$ cat config.mk
export PLATFORM = sky130hd
export DESIGN_NAME = nfs_ram
export DESIGN_NICKNAME = d
export VERILOG_FILES = /design/src/design/nfs_ram.sv
export SDC_FILE = /design/constraint.sdc
export NUM_CORES = 2
export LEC_CHECK = 0
export ABC_CLOCK_PERIOD_IN_PS = 7840
export BUFFER_PORTS_ARGS = -buffer_cell sky130_fd_sc_hd__buf_2
export CORE_MARGIN = 2
export CORE_UTILIZATION = 25
export DETAILED_ROUTE_END_ITERATION = 8
export PLACE_DENSITY = 0.41
export SKIP_CTS_REPAIR_TIMING = 1
export SLEW_MARGIN = 10
export SYNTH_ARGS = -nofsm -noshare
export SYNTH_HDL_FRONTEND = slang
export SYNTH_SLANG_ARGS = --single-unit
$ cat constraint.sdc
create_clock -name clk -period 7.84 [get_ports clk]
set_clock_uncertainty 0.05 [all_clocks]
set_input_delay 1.176 -clock clk [delete_from_list [all_inputs] [get_ports clk]]
set_output_delay 1.176 -clock clk [all_outputs]
set_load 0.05 [all_outputs]
$ cat src/design/nfs_ram.sv
`timescale 1ns / 1ps
`default_nettype none
module nfs_ram #(
  parameter int unsigned WIDTH = 32,
  parameter int unsigned DEPTH = 128,
  localparam int unsigned AW = (DEPTH > 1) ? $clog2(DEPTH) : 1
) (
  input  wire logic             clk,
  input  wire logic             we,
  input  wire logic [AW-1:0]    waddr,
  input  wire logic [WIDTH-1:0] wdata,
  input  wire logic [AW-1:0]    raddr,
  output logic      [WIDTH-1:0] rdata
);
  logic [WIDTH-1:0] mem [DEPTH];

  always_ff @(posedge clk) begin
    if (we) begin
      mem[waddr] <= wdata;
    end
    rdata <= mem[raddr];
  end
endmodule
`default_nettype wire

== Word-level counts from Yosys, hierarchy flattened ==
Memories as Yosys holds them, arrays and structs flattened. A register that Yosys moved wholly into a read port is not among the register bits.
Index checks and enable logic that the tools add are counted.

* Bits in registers: 0
* Memory bits (writable): 4,096
* Input bits: 48
* Output and inout port bits: 32
* Logic and storage cells: 3
* Memories: 1

* Multiplexer cells: 2

{| class="wikitable"
|+ Memories
! name !! words !! width !! read ports !! clocked after memory_dff !! write ports !! RTL line !! source
|-
| mem || 128 || 32 || 1 || 1 || 1 || 15 || <nowiki>logic [WIDTH-1:0] mem [DEPTH];</nowiki>
|}

{| class="wikitable"
|+ Operator list
! kind !! count
|-
| $mux W1 || 2
|}

== Logic depth before layout (Yosys ltp) ==
* Word-level depth: 2
* Mapped depth: 8
* Depth with buffers taken out: 4

== Worst setup path after synthesis ==
Ideal clock, no wire load.

* Path kind: input to register
* Start: input port we
* End: memory mem[98][0], enable pin
* Arrival time: 3.954 ns
* Data required time: 7.329 ns
* Setup slack: 3.375 ns
* Stages: 3
* Buffers on the path: 1
* Cells stage by stage: clkbuf_1 -> nand4_1 -> nor3_1

* Cells in the longest elaborated chain, start to end: 2

{| class="wikitable"
|+ Ends and longest elaborated chain
! element !! RTL line !! source
|-
| start: declaration || 9 || <nowiki>input wire logic we,</nowiki>
|-
| $mux W1 || 18 || <nowiki>if (we) begin</nowiki>
|-
| $mux W1 (not written as such) || 19 || <nowiki>mem[waddr] <= wdata;</nowiki>
|-
| end: declaration || 15 ||
|}

Every way passes these cells.

==> results by group <==
Clocking
  – Clock Tree Root: clkbuf_16
  – H-Tree Level Count: 5
  – Clock latency at the later pin of the worst-skew pair: 1.04 ns
  – CTS Sinks: 4128
  – TritonCTS Buffers: 445
  – Worst-path clk slew: 0.06 ns
  – CTS tree: built
  – Clk buf depth: 4

Global route
  – Vias in the first global route: about 74000
  – First-pass GRT wire length: 675 mm
  – Pin count of the biggest net entering global routing: 125
  – Tot GR Track Use: 15.6%
  – GRT overflow: 0
  – Initial antenna violation count: 81

Route
  – Routed wire length per instance: about 33 µm
  – Total number of vias: 70954
  – First-pass DRT Iterations: 6
  – WL final: 504 mm
  – Routed Antenna Nets: 0
  – DR iter-0 viols: 8438
  – Remaining DRCs: 0
  – Vias/cell: 4.67

Logic synthesis
  – Cell variety after synth: 17
  – Synthesized flop and latch total: 4128
  – Post-synthesis instance total: 5990
  – Mean post-synth cell area: 26.1 µm²
  – Synthesis Warnings: 0
  – Synth Cell Area: 156000 µm²
  – Post-synth net total: between 6000 and 7000
  – Sequential fraction of the synthesis area: 79.1%

STA
  – Tmin final: 4.16 ns
  – Peak Freq: 241 MHz
  – RSZ-0062 raised after global routing: false
  – Final Slew Violations: 0
  – Final setup margin: around 3.7 ns
  – Post-route clock period utilization: 53.0%
  – Hold Fails Final Rpt: 0
  – Hold slack: 0.614 ns
  – Worst-margin pin slew: 1.24 ns
  – Relative max-transition margin: around 17%
  – Endpoints failing setup: 0
  – Setup TNS: 0 ns

Finish
  – Most frequent cells in the layout: edfxtp_1 (4096), mux4_2 (1344), clkbuf_16 (450), buf_4 (256)
  – Post-route cell area: between 150000 and 200000 µm²
  – Fraction of layout cells with a size suffix above 1: 35.8%
  – Commonest non-fill, non-tap cell in the layout: edfxtp_1
  – Final core utilization: just under 30%
  – Fin cells: 15200
  – Layout Nets: 6503
  – Syn-to-layout area delta: 17.3%

Run
  – Max-cap violations: 0

Setup path
  – Critical path launch point type: primary input
  – Reg2Reg Capture Point: rdata[19]
  – WS Path Type: in2reg
  – Crit-path max FO: 70
  – FF-to-FF setup slack: slightly above 5 ns
  – Worst Path Required: between 8 and 9 ns
  – Cells on worst reg2reg path: 4
  – Worst r2r src: mem[45][19]
  – Crit path DAT: 4.97 ns
  – Crit path capture type: register

Floorplan
  – Die X: 795 µm
  – Die Height: around 790 µm
  – Top-Level Pins: 80
  – Die Area: 631000 µm²
  – Initial Utilization: between 20% and 30%
  – Row cnt: 290
  – Core area: 623000 µm²

Pwr
  – Worst IR Drop VDD: between 0.15 and 0.2 mV
  – Cell Pwr Density: 259 nW/µm²
  – Leak Pwr: 54.6 nW
  – Power consumption: 47.5 mW

Worst hold path
  – Hold Path Sink: mem[80][29]
  – Worst hold path type: in2reg
  – Hold path start: wdata[29]
  – Worst Hold Depth: 1

Placement
  – RD Place Congestion: 0.753
  – DP Wirelength: 279 mm
  – Dpl ws: 2.66 ns
  – Number of port buffers: 79
  – Placed Cells: 14330
  – Area post-placement: 169000 µm²

Outcome
  – Run status: complete, no violations
-- registers in the layout, indices dropped and copies added (netlist names) --
| signal | count |
|---|---|
| mem | 4096 |
| rdata | 32 |
-- area by class of cell --
cell class / count / area, µm²
antenna: 47 / 118
multi-input combinational: 1546 / 32300
sequential: 4128 / 124000
tap: 8322 / 10400
clock inverter: 245 / 2160
clock buffer: 578 / 11800
fill: 60159 / 440000
timing repair buffer: 334 / 2860
-- power breakdown --
part           switching (mW)  internal (mW)  leakage [nW]
clock network            8.86           11.5          6.83
registers               0.124           24.4          37.1
logic                    1.66          0.888          10.7
-- cell usage after synthesis --
cell	number	area [µm²]
nand4_1	3	18.8
edfxtp_1	4096	123000
buf_2	79	395
nand3_1	12	60.1
or3_1	1	6.26
buf_1	50	188
nand2_1	14	52.6
nor3_1	9	45.0
buf_6	2	22.5
mux2_2	32	360
clkbuf_1	182	683
nor2b_1	7	43.8
dfxtp_1	32	641
nand2b_1	2	12.5
mux4_2	1344	30300
nor2_1	122	458
buf_4	3	22.5
-- worst max-delay path by stage --
stage                   from          to  slack [ns]  cells past startpoint
CTS                 raddr[0]   rdata[12]        3.73                      6
global placement    raddr[0]   rdata[12]        2.64                      6
finish              raddr[0]   rdata[12]        3.68                      6
global route        raddr[0]   rdata[27]        3.57                      7
detailed placement  raddr[0]   rdata[12]        2.66                      6
floorplan                 we  mem[98][0]        3.38                      3
-- logic make-up (layout without fill, tap and decap cells) --
kind of cell  Yosys count  after routing  share of synthesized area (%)
simple gates          170            170                          0.446
mux                  1376           1376                           19.6
buf+inv               316           1157                          0.839
flops                4128           4128                           79.1
other cells             0             47                              0
-- worst max-delay path, stage by stage --
cell and delay (ns):
buf_12 0.51, buf_12 0.51, mux4_2 0.60, mux4_2 0.68
mux4_2 0.71, mux2_2 0.33
-- layer usage --
| layer | up-vias | wire length [µm] | global-route usage [%] |
|---|---|---|---|
| li1 | 27443 | - | - |
| met1 | 40731 | 219000 | 21.7 |
| met2 | 2235 | 248000 | 26.1 |
| met3 | 521 | 27700 | 2.27 |
| met4 | 24 | 8970 | 2.92 |
| met5 | - | 149 | 0 |
Power figures use the tool's default switching activity.
