===== src/design/nfs_pkg.sv =====
`timescale 1ns / 1ps
`default_nettype none
package nfs_pkg;

  localparam int unsigned TABLE_DEPTH_DEF     = 128;
  localparam int unsigned RATIO_FRAC_BITS_DEF = 24;

  localparam logic [1:0] CFG_BASE_NOTE  = 2'd0;
  localparam logic [1:0] CFG_BASE_FREQ  = 2'd1;
  localparam logic [1:0] CFG_SCALE_SIZE = 2'd2;

  localparam logic [6:0]  BASE_NOTE_RST  = 7'd60;
  localparam logic [31:0] BASE_FREQ_RST  = 32'd17145893;
  localparam logic [7:0]  SCALE_SIZE_RST = 8'd0;
  localparam logic [31:0] FREQ_MAX       = 32'hFFFF_FFFF;

  typedef struct packed {
    logic in_ready;
    logic wr;
    logic start;
    logic q_step;
    logic fix;
    logic rd_entry;
    logic rd_period;
    logic cap_entry;
    logic cap_period;
    logic mul_entry;
    logic mul_period;
    logic mul_acc;
    logic div_init;
    logic div_step;
    logic div_done;
    logic out_load;
    logic out_ovf;
  } nfs_cmd_t;

  typedef struct packed {
    logic       in_valid;
    logic       in_write;
    logic       n_zero;
    logic       k_neg;
    logic [7:0] kmag;
    logic       mul_ovf;
    logic       div_ovf;
    logic       per_zero;
    logic       out_full;
  } nfs_stat_t;

endpackage
`default_nettype wire


===== src/design/nfs_ctrl.sv =====
`timescale 1ns / 1ps
`default_nettype none
module nfs_ctrl #(
  parameter int unsigned RATIO_FRAC_BITS = 24
) (
  input  wire logic             clk,
  input  wire logic             rst_n,
  input  wire nfs_pkg::nfs_stat_t stat,
  output nfs_pkg::nfs_cmd_t     cmd
);
  import nfs_pkg::*;

  localparam int unsigned NW = 33 + RATIO_FRAC_BITS;
  localparam int unsigned BW = $clog2(NW);

  typedef enum logic [12:0] {
    S_IDLE = 13'b0000000000001,
    S_QDIV = 13'b0000000000010,
    S_FIX  = 13'b0000000000100,
    S_RDE  = 13'b0000000001000,
    S_RDP  = 13'b0000000010000,
    S_CAPP = 13'b0000000100000,
    S_MULE = 13'b0000001000000,
    S_MULP = 13'b0000010000000,
    S_MACC = 13'b0000100000000,
    S_DIVI = 13'b0001000000000,
    S_DIVS = 13'b0010000000000,
    S_DFIN = 13'b0100000000000,
    S_DONE = 13'b1000000000000
  } state_t;

  state_t        state_r, state_nxt;
  logic [BW-1:0] bcnt_r, bcnt_nxt;
  logic [7:0]    cnt_r, cnt_nxt;
  logic          ovf_r, ovf_nxt;

  always_ff @(posedge clk) begin
    if (!rst_n) begin
      state_r <= S_IDLE;
      bcnt_r  <= '0;
      cnt_r   <= '0;
      ovf_r   <= 1'b0;
    end else begin
      state_r <= state_nxt;
      bcnt_r  <= bcnt_nxt;
      cnt_r   <= cnt_nxt;
      ovf_r   <= ovf_nxt;
    end
  end

  always_comb begin
    state_nxt = state_r;
    bcnt_nxt  = bcnt_r;
    cnt_nxt   = cnt_r;
    ovf_nxt   = ovf_r;
    cmd       = '0;
    cmd.out_ovf = ovf_r;
    unique case (state_r)
      S_IDLE: begin
        cmd.in_ready = 1'b1;
        if (stat.in_valid) begin
          if (stat.in_write) begin
            cmd.wr = 1'b1;
          end else begin
            cmd.start = 1'b1;
            ovf_nxt   = 1'b0;
            bcnt_nxt  = BW'(7);
            state_nxt = stat.n_zero ? S_DONE : S_QDIV;
          end
        end
      end
      S_QDIV: begin
        cmd.q_step = 1'b1;
        bcnt_nxt   = bcnt_r - BW'(1);
        if (bcnt_r == '0) begin
          state_nxt = S_FIX;
        end
      end
      S_FIX: begin
        cmd.fix   = 1'b1;
        state_nxt = S_RDE;
      end
      S_RDE: begin
        cmd.rd_entry = 1'b1;
        state_nxt    = S_RDP;
      end
      S_RDP: begin
        cmd.rd_period = 1'b1;
        cmd.cap_entry = 1'b1;
        cnt_nxt       = stat.kmag;
        state_nxt     = S_CAPP;
      end
      S_CAPP: begin
        cmd.cap_period = 1'b1;
        state_nxt      = stat.k_neg ? S_DIVI : S_MULE;
      end
      S_MULE: begin
        cmd.mul_entry = 1'b1;
        state_nxt     = S_MACC;
      end
      S_MULP: begin
        cmd.mul_period = 1'b1;
        state_nxt      = S_MACC;
      end
      S_MACC: begin
        if (stat.mul_ovf) begin
          ovf_nxt   = 1'b1;
          state_nxt = S_DONE;
        end else begin
          cmd.mul_acc = 1'b1;
          if (stat.k_neg || cnt_r == '0) begin
            state_nxt = S_DONE;
          end else begin
            cnt_nxt   = cnt_r - 8'd1;
            state_nxt = S_MULP;
          end
        end
      end
      S_DIVI: begin
        if (stat.per_zero) begin
          ovf_nxt   = 1'b1;
          state_nxt = S_DONE;
        end else begin
          cmd.div_init = 1'b1;
          bcnt_nxt     = BW'(NW - 1);
          state_nxt    = S_DIVS;
        end
      end
      S_DIVS: begin
        cmd.div_step = 1'b1;
        bcnt_nxt     = bcnt_r - BW'(1);
        if (bcnt_r == '0) begin
          state_nxt = S_DFIN;
        end
      end
      S_DFIN: begin
        if (stat.div_ovf) begin
          ovf_nxt   = 1'b1;
          state_nxt = S_DONE;
        end else begin
          cmd.div_done = 1'b1;
          cnt_nxt      = cnt_r - 8'd1;
          state_nxt    = (cnt_r == 8'd1) ? S_MULE : S_DIVI;
        end
      end
      S_DONE: begin
        if (!stat.out_full) begin
          cmd.out_load = 1'b1;
          state_nxt    = S_IDLE;
        end
      end
      default: begin
        state_nxt = S_IDLE;
      end
    endcase
  end
endmodule
`default_nettype wire


===== config.mk =====
export PLATFORM = sky130hd
export DESIGN_NAME = nfs_ctrl
export DESIGN_NICKNAME = d
export VERILOG_FILES = /design/src/design/nfs_pkg.sv /design/src/design/nfs_ctrl.sv
export SDC_FILE = /design/constraint.sdc
export NUM_CORES = 1
export LEC_CHECK = 0
export ABC_CLOCK_PERIOD_IN_PS = 4580
export BUFFER_PORTS_ARGS = -buffer_cell sky130_fd_sc_hd__buf_2
export CAP_MARGIN = 20
export CELL_PAD_IN_SITES_DETAIL_PLACEMENT = 1
export CELL_PAD_IN_SITES_GLOBAL_PLACEMENT = 1
export CORE_AREA = 2 2 72 74
export CTS_CLUSTER_SIZE = 14
export DETAILED_ROUTE_END_ITERATION = 12
export DIE_AREA = 0 0 74 76
export PLACE_DENSITY_LB_ADDON = 0.1
export SLEW_MARGIN = 10
export SYNTH_ARGS = -nofsm -noshare
export SYNTH_HDL_FRONTEND = slang
export SYNTH_SLANG_ARGS = --single-unit

===== constraint.sdc =====
create_clock -name clk -period 4.58 [get_ports clk]
set_input_delay 0.687 -clock clk [delete_from_list [all_inputs] [get_ports clk]]
set_output_delay 0.687 -clock clk [all_outputs]
set_load 0.01 [all_outputs]

# [Word-level counts from Yosys, hierarchy flattened]
# Cells that the tools add are included.
[op_classes] n_addsub=2 n_eq_ne=26 muxes=47 n_reduce_logical=12
[op_table] op="case mux 13 bit (12 select lines)" n=1
[op_table] op="2-to-1 mux 13 bit" n=10
[op_table] op="2-to-1 mux 8 bit" n=3
[op_table] op="!= test 2 bit, second input constant" n=12
[op_table] op="case mux 8 bit (3 select lines)" n=1
[op_table] op="2-to-1 mux 1 bit" n=22
[op_table] op="2-to-1 mux 10 bit" n=2
[op_table] op="2-to-1 mux 6 bit" n=3
[op_table] op="case mux 6 bit (3 select lines)" n=1
[op_table] op="equality test 13 x 1 -> 1 bit, second input constant" n=1
[op_table] op="equality test 13 x 10 -> 1 bit, second input constant" n=1
[op_table] op="equality test 13 x 11 -> 1 bit, second input constant" n=1
[op_table] op="equality test 13 x 12 -> 1 bit, second input constant" n=1
[op_table] op="equality test 13 bit, second input constant" n=1
[op_table] op="equality test 13 x 2 -> 1 bit, second input constant" n=1
[op_table] op="equality test 13 x 3 -> 1 bit, second input constant" n=1
[op_table] op="equality test 13 x 4 -> 1 bit, second input constant" n=1
[op_table] op="equality test 13 x 5 -> 1 bit, second input constant" n=1
[op_table] op="equality test 13 x 6 -> 1 bit, second input constant" n=1
[op_table] op="equality test 13 x 7 -> 1 bit, second input constant" n=1
[op_table] op="equality test 13 x 8 -> 1 bit, second input constant" n=1
[op_table] op="equality test 13 x 9 -> 1 bit, second input constant" n=1
[op_table] op="equality test 8 x 1 -> 1 bit, second input constant" n=1
[op_table] op="zero test 8 bit" n=1
[op_table] op="other kinds (13)" n=17
[word_totals] register_bits=28 in_bits=18 out_inout_bits=17 elab_cells=91

# [Longest topological paths before layout]
# Gate-level depths: netlist of the first run.
[depth] depth_word=5 ltp_mapped=8

# [Least setup slack after synthesis of the first run]
# Ideal clock, no wire load.
[synth_timing] path_kind="reg2out" startpoint="register state_r[3]" endpoint="output port cmd[4] (netlist name)" arrival_time_ps=1781 t_required_ps=3893 setup_slack_ps=2112 path_stages_with_launch=7 n_path_buf=2 cell_sequence="dfxtp_1 > buf_6 > or4_4 > buf_6 > nor4_1 > nand2b_1 > inv_1"
[synth_lines] item="start: declaration" line_no="nfs_ctrl.sv:32" rtl="state_t state_r, state_nxt;"
[synth_lines] item="start signal: assignment" line_no="nfs_ctrl.sv:44" rtl="state_r <= state_nxt;"
[synth_lines] item="end: declaration" line_no="nfs_ctrl.sv:9" rtl="output nfs_pkg::nfs_cmd_t cmd"

==> flow_metrics.py, run 1 <==
metrics = {
    "critical_path": {
        "reg2reg_slack_ns": 1.90,
        "r2r-start": "state_r[4]",
        "cp_common_cell": "nor4_1",
        "worst_r2r_path_depth": 4,
        "cp_top_family": "simple AND/OR/NAND/NOR gates",
        "end_kind": "output pin",
        "crit_type": "flop to output pin",
        "cp_max_fo": 8,
        "crit_start": "state_r[3]",
        "slowest_stage": "nor4_1",
        "cp.depth": 4,
        "start_kind": "flop",
        "critPathRequiredTime_ns": 3.89,
        "path_cells": "nor4_1, nand2_1, nor4_1, buf_2",
        "critical_path_arrival_ns": 2.49,
        "reg2reg_to": "cnt_r[1]",
        "slowest_delay_ns": 0.67,
        "path_buf_inv": 1,
    },
    "drt": {
        "drt-wirelength-per-cell_um": 17.4,
        "routed_wl_mm": 6.20,
        "ant_nets": 0,
        "viasPerCell": 6.03,
        "vias": 2147,
        "drc_errors": 0,
        "drt_first_pass_iters": 4,
        "drtIter0Drc": 128,
    },
    "place": {
        "dpl.hpwl_mm": 4.68,
        "dp_slack_ns": 1.69,
        "place_congestion": 0.802,
        "portBuffers": 34,
    },
    "pwr": {
        "internal_power_uw": 497,
        "peakVddDrop_mv": 0.141,
        "seq_power_share": 0.372,
        "switching_share": 0.384,
        "p_leak_nw": 0.876,
        "clkPwrFrac": 0.253,
        "combPwrFrac": 0.376,
        "p_per_area_nw_per_um2": 352,
        "p_switching_uw": 310,
    },
    "clocking": {
        "ctsHtreeMaxLevel": 1,
        "clkSlewWorstSetupHoldPaths_ns": 0.11,
        "cts_sinks": 28,
        "cts_tree": "done",
        "clockBufferDepth": 2,
        "clkLatencyLatePin_ns": 0.29,
        "cts_buffers": 3,
        "cts_resized": 0,
        "cts-root-buf": "clkbuf_8",
        "postCtsSetupBuffers": 0,
        "hold_buffers": 0,
    },
    "grt": {
        "grt_max_degree": 17,
        "overflow": 0,
        "grt_pass1_wl_mm": 10.6,
        "grt_pass1_vias": 2135,
        "antenna_found_initial": 0,
        "gr-usage-all-layers": 0.234,
    },
    "yosys": {
        "ys.flop_type": "dfxtp_1",
        "synth_nets": 291,
        "synth.avg_cell_area_um2": 7.74,
        "syn_inst": 268,
        "synth_edf_count": 0,
        "yosysSeqAreaShare": 0.270,
        "ys_ff_latch": 28,
        "syn-cell-area_um2": 2070,
        "async_reset_ff_frac": 0,
        "synth_cell_types": 53,
        "synth-warning-count": 0,
    },
    "floorplanning": {
        "chipWidth_um": 74,
        "coreArea_um2": 4910,
        "ios": 35,
        "initial_core_util": 0.422,
        "fp.dieH_um": 76,
        "rows": 26,
        "dieArea_um2": 5620,
    },
    "flow_run": {
        "max-cap-violations": 0,
    },
    "worst_hold_path": {
        "whs_endpoint": "ovf_r",
        "min_from": "ovf_r",
        "hp-class": "flop to flop",
        "whs_path_depth": 2,
    },
    "timing": {
        "maxSlewViolCount": 0,
        "rsz0062_at_grt": "no",
        "hold_viol": 0,
        "min_period_over_period": 0.693,
        "max_freq_mhz": 315,
        "setup_tns_ns": 0,
        "layout_setup_ws_ns": 1.40,
        "worst_pin_slew_ns": 0.858,
        "fin_crit_ns": 3.18,
        "relSlewSlack": 0.420,
        "finalSetupViolCount": 0,
        "final.setup_skew_ns": 0.00854,
    },
    "cells_and_area": {
        "drive_gt1_frac": 0.161,
        "final_nets": 310,
        "n_antenna_cell": 0,
        "area.growth.synth_to_final_pct": 10.6,
    },
    "status": {
        "status": "finished clean",
    },
}
## worst min-delay path, delay by kind of cell (launching register included)
family / cells / cell delay (ns)
compound gates: 1 / 0.05
flops: 1 / 0.32
simple gates: 1 / 0.05
## area by class of cell
class,instances,area (um^2)
Multi-Input combinational cell,206,1350
Clock inverter,1,30.0
Sequential cell,28,561
Tap cell,70,87.6
Timing Repair Buffer,35,178
Clock buffer,3,41.3
Fill cell,630,2620
Inverter,13,48.8
## power groups by stage
stage                     logic (mW)  registers [mW]  clock network (mW)
after floorplan                0.249           0.284                   0
after global placement         0.300           0.304                   0
after detailed placement       0.300           0.305                   0
after CTS                      0.302           0.299               0.205
after global routing           0.344           0.303               0.217
final                          0.304           0.300               0.204
## per-layer routing
layer	wire length, um	part of all wire	vias up	global-route usage
met1	3020	0.49	1027	0.336
met2	2900	0.47	53	0.365
met3	222	0.036	7	0.0225
met5	0	0	-	0
li1	-	-	1060	-
met4	67	0.011	0	0.0727
## flip-flops by register name, summed over array words and instances (netlist names)
signal   flops
state_r     13
bcnt_r       6
ovf_r        1
cnt_r        8
## kinds of logic (layout without fill, tap and decap cells)
family,Yosys count,count (layout),synth area share
compound gates,71,71,0.235
fa+ha+maj,5,5,0.0302
mux,2,2,0.0109
xor+xnor,5,5,0.0211
flops,28,28,0.270
buf+inv,34,52,0.0797
simple gates,123,123,0.353
## cell usage after synthesis (2+ instances only)
master | n | area share
mux2_2 | 2 | 0.011
a41oi_1 | 2 | 0.0085
and3_1 | 4 | 0.012
a311o_1 | 2 | 0.0097
nand2b_1 | 7 | 0.021
nand4b_1 | 2 | 0.0085
and4b_1 | 2 | 0.0097
o21a_1 | 3 | 0.011
a21oi_1 | 18 | 0.043
a21o_1 | 2 | 0.0072
buf_4 | 3 | 0.011
dfxtp_1 | 28 | 0.27
nor3_1 | 15 | 0.036
nor2_1 | 25 | 0.045
a311oi_1 | 2 | 0.0085
nand2_1 | 11 | 0.020
o2111ai_1 | 2 | 0.0085
o21bai_1 | 2 | 0.0072
inv_1 | 12 | 0.022
or4_4 | 2 | 0.011
a31oi_1 | 6 | 0.018
nor4b_1 | 5 | 0.021
buf_6 | 3 | 0.016
a211oi_1 | 4 | 0.014
clkbuf_1 | 12 | 0.022
nand3b_1 | 3 | 0.011
xor2_1 | 2 | 0.0085
buf_2 | 3 | 0.0072
xnor2_1 | 3 | 0.013
nand4_1 | 6 | 0.018
or4_1 | 8 | 0.029
o31ai_1 | 3 | 0.011
o211ai_1 | 3 | 0.011
nand3_1 | 7 | 0.017
nor4_1 | 13 | 0.039
or3_1 | 4 | 0.012
a22oi_1 | 3 | 0.011
o21ai_0 | 12 | 0.029
nor3b_1 | 4 | 0.014
ha_1 | 5 | 0.030
## stage by stage
stage | cell area [um^2] | util | cells | power, mW | hold WS, ns
6_report | 2290 | 0.467 | 356 | 0.808 | 0.462
5_1_grt | 2290 | 0.467 | 356 | 0.864 | 0.492
4_1_cts | 2290 | 0.467 | 356 | 0.806 | 0.461
3_5_place_dp | 2220 | 0.452 | 352 | 0.605 | 0.448
3_3_place_gp | 2220 | 0.452 | 352 | 0.604 | 0.445
2_1_floorplan | 2070 | - | 268 | 0.533 | 0.432
## cell usage in the layout, fill, tap and decap left out, types with 5 or more instances in the layout
| cell type | n |
|---|---|
| nor4b_1 | 5 |
| ha_1 | 5 |
| dfxtp_1 | 28 |
| nand3_1 | 7 |
| a31oi_1 | 6 |
| nor3_1 | 15 |
| nand4_1 | 6 |
| o21ai_0 | 12 |
| a21oi_1 | 18 |
| nand2_1 | 11 |
| buf_2 | 34 |
| inv_1 | 12 |
| or4_1 | 8 |
| nor2_1 | 25 |
| nand2b_1 | 7 |
| nor4_1 | 13 |
## how the worst max path moves through the flow
stage	to	slack, ns
global route	cmd[2]	1.12
global placement	cmd[2]	1.78
finish	cmd[2]	1.40
floorplan	cmd[4]	2.11
CTS	cmd[2]	1.36
detailed placement	cmd[2]	1.69
Power figures use the tool's default switching activity.
==> run 2: changes to the inputs <==
- ABC_CLOCK_PERIOD_IN_PS: 4580 -> 2850
- CORE_AREA: 2 2 72 74 -> 2 2 78 80
- DIE_AREA: 0 0 74 76 -> 0 0 80 82
- clock period: 4.58 -> 2.85 ns (I/O delays scaled with it)
==> run 2 against run 1 <==
Net effect: routed wire length is 3.6% higher; via count is 1.4% higher; largest power group unchanged; clock power is 63% higher; sequential power is 62% higher; clock skew is 0.0013 ns lower; sequential share of layout area is 0.87 points lower; critical endpoint is now cmd[5]; critical path depth stayed put; total power is 65% higher; core utilization is 5.3 points lower; largest cell class unchanged; global-route usage is 3.1 points lower; register-to-register slack worse by 1.5 ns; clock-buffer cell count stayed put.
==> flow_metrics.py, run 2 (synthesis gave the netlist of run 1 again) <==
metrics = {
    "clocking": {
        "cts_tree": "done",
        "cts-root-buf": "clkbuf_8",
        "cts_sinks": 28,
        "ctsHtreeMaxLevel": 1,
        "postCtsSetupBuffers": 0,
        "clkLatencyLatePin_ns": 0.29,
        "cts_buffers": 3,
        "clockBufferDepth": 2,
        "clkSlewWorstSetupHoldPaths_ns": 0.10,
    },
    "drt": {
        "drtIter0Drc": 132,
        "routed_wl_mm": 6.42,
        "viasPerCell": 5.87,
        "drt_first_pass_iters": 4,
        "vias": 2178,
        "drt-wirelength-per-cell_um": 17.3,
        "ant_nets": 0,
        "drc_errors": 0,
    },
    "cells_and_area": {
        "layout_commonest_cell": "buf_2",
        "largest_reg_flops": 13,
        "mostFrequentLayoutCells": "buf_2, dfxtp_1, nor2_1",
        "final_nets": 320,
        "area.growth.synth_to_final_pct": 14.7,
        "n_antenna_cell": 0,
        "fin_area_um2": 2380,
        "nFillCells": 748,
        "largest-register": "state_r",
        "drive_gt1_frac": 0.193,
        "top_regs": "state_r x13, cnt_r x8, bcnt_r x6",
    },
    "pwr": {
        "p_per_area_nw_per_um2": 560,
        "p_leak_nw": 0.925,
        "peakVddDrop_mv": 0.208,
        "power_mw": 1.33,
    },
    "timing": {
        "timing.hold.ws_ns": 0.426,
        "max_freq_mhz": 369,
        "rsz0062_at_grt": "no",
        "hold_viol": 0,
        "maxSlewViolCount": 0,
        "setup_tns_ns": 0,
        "relSlewSlack": 0.493,
        "min_period_over_period": 0.952,
        "layout_setup_ws_ns": 0.138,
        "finalSetupViolCount": 0,
        "final.setup_skew_ns": 0.00728,
        "worst_pin_slew_ns": 0.754,
        "fin_crit_ns": 2.71,
    },
    "worst_hold_path": {
        "hp-class": "primary input to flop",
        "whs_path_depth": 3,
    },
    "floorplanning": {
        "chipWidth_um": 80,
        "dieArea_um2": 6560,
        "coreArea_um2": 5750,
        "fp.dieH_um": 82,
        "initial_core_util": 0.361,
        "rows": 28,
        "ios": 35,
    },
    "place": {
        "dp_slack_ns": 0.322,
        "place_area_um2": 2300,
        "place_congestion": 0.859,
        "portBuffers": 34,
        "dpl.hpwl_mm": 4.86,
    },
    "grt": {
        "antenna_found_initial": 0,
        "grt_pass1_vias": 2049,
        "grt_max_degree": 17,
        "grt_pass1_wl_mm": 10.4,
        "gr-usage-all-layers": 0.203,
        "overflow": 0,
    },
    "critical_path": {
        "worst_r2r_path_depth": 5,
        "critical_path_arrival_ns": 2.28,
        "end_kind": "output pin",
        "start_kind": "flop",
        "slowest_delay_ns": 0.65,
        "path_cells": "or4_4, or4_4, nor2_1, buf_2",
        "crit_type": "flop to output pin",
        "cp_common_cell": "or4_4",
        "critPathRequiredTime_ns": 2.42,
        "slowest_stage": "or4_4",
        "cp_max_fo": 10,
    },
    "flow_run": {
        "max-cap-violations": 0,
    },
    "status": {
        "status": "finished clean",
    },
}
-- run 2: final timing paths --
kind / from / slack (ns) / end
setup / recovery: state_r[3] / 0.14 / cmd[5]
hold / removal: stat[13] / 0.43 / state_r[1]
hold reg to reg: ovf_r / 0.46 / ovf_r
setup reg to reg: state_r[3] / 0.45 / cnt_r[7]
-- run 2: power breakdown --
part           total [mW]  leakage, nW  switching (mW)  internal, mW
clock               0.333       0.0357           0.144         0.189
combinational       0.513        0.662           0.308         0.205
sequential          0.485        0.227          0.0599         0.425
total                1.33        0.925           0.512         0.819
-- run 2: area by class of cell --
class | count | area (um^2) | area share
timing repair buffer | 45 | 253 | 0.106
clock inverter | 1 | 30.0 | 0.0126
clock buffer | 3 | 41.3 | 0.0174
sequential | 28 | 561 | 0.236
tap | 75 | 93.8 | 0.0395
multi-input combinational | 206 | 1350 | 0.568
inverter | 13 | 48.8 | 0.0205
-- run 2: timing repair --
action,in CTS,in global routing
gates resized for setup,1,0
hold buffers,0,0
setup endpoints to repair,1,0
-- run 2: per-stage QoR --
step,utilization,cells
2_1_floorplan,-,268
3_3_place_gp,0.401,367
3_5_place_dp,0.401,367
4_1_cts,0.414,371
5_1_grt,0.414,371
6_report,0.414,371
-- run 2: routing by layer --
metal  vias up  global-route usage  share of wire
met1      1054               0.290           0.50
met2        37               0.332           0.46
met4         0              0.0424         0.0079
met3         6              0.0198          0.024
li1       1081                   -              -
met5         -                   0              0
-- run 2: worst max-delay path: cells and delay by family (launching register included) --
family                 cells  cell delay, ns
buffers and inverters      1            0.18
flip-flops                 1            0.40
AND/OR/NAND/NOR            3            1.42
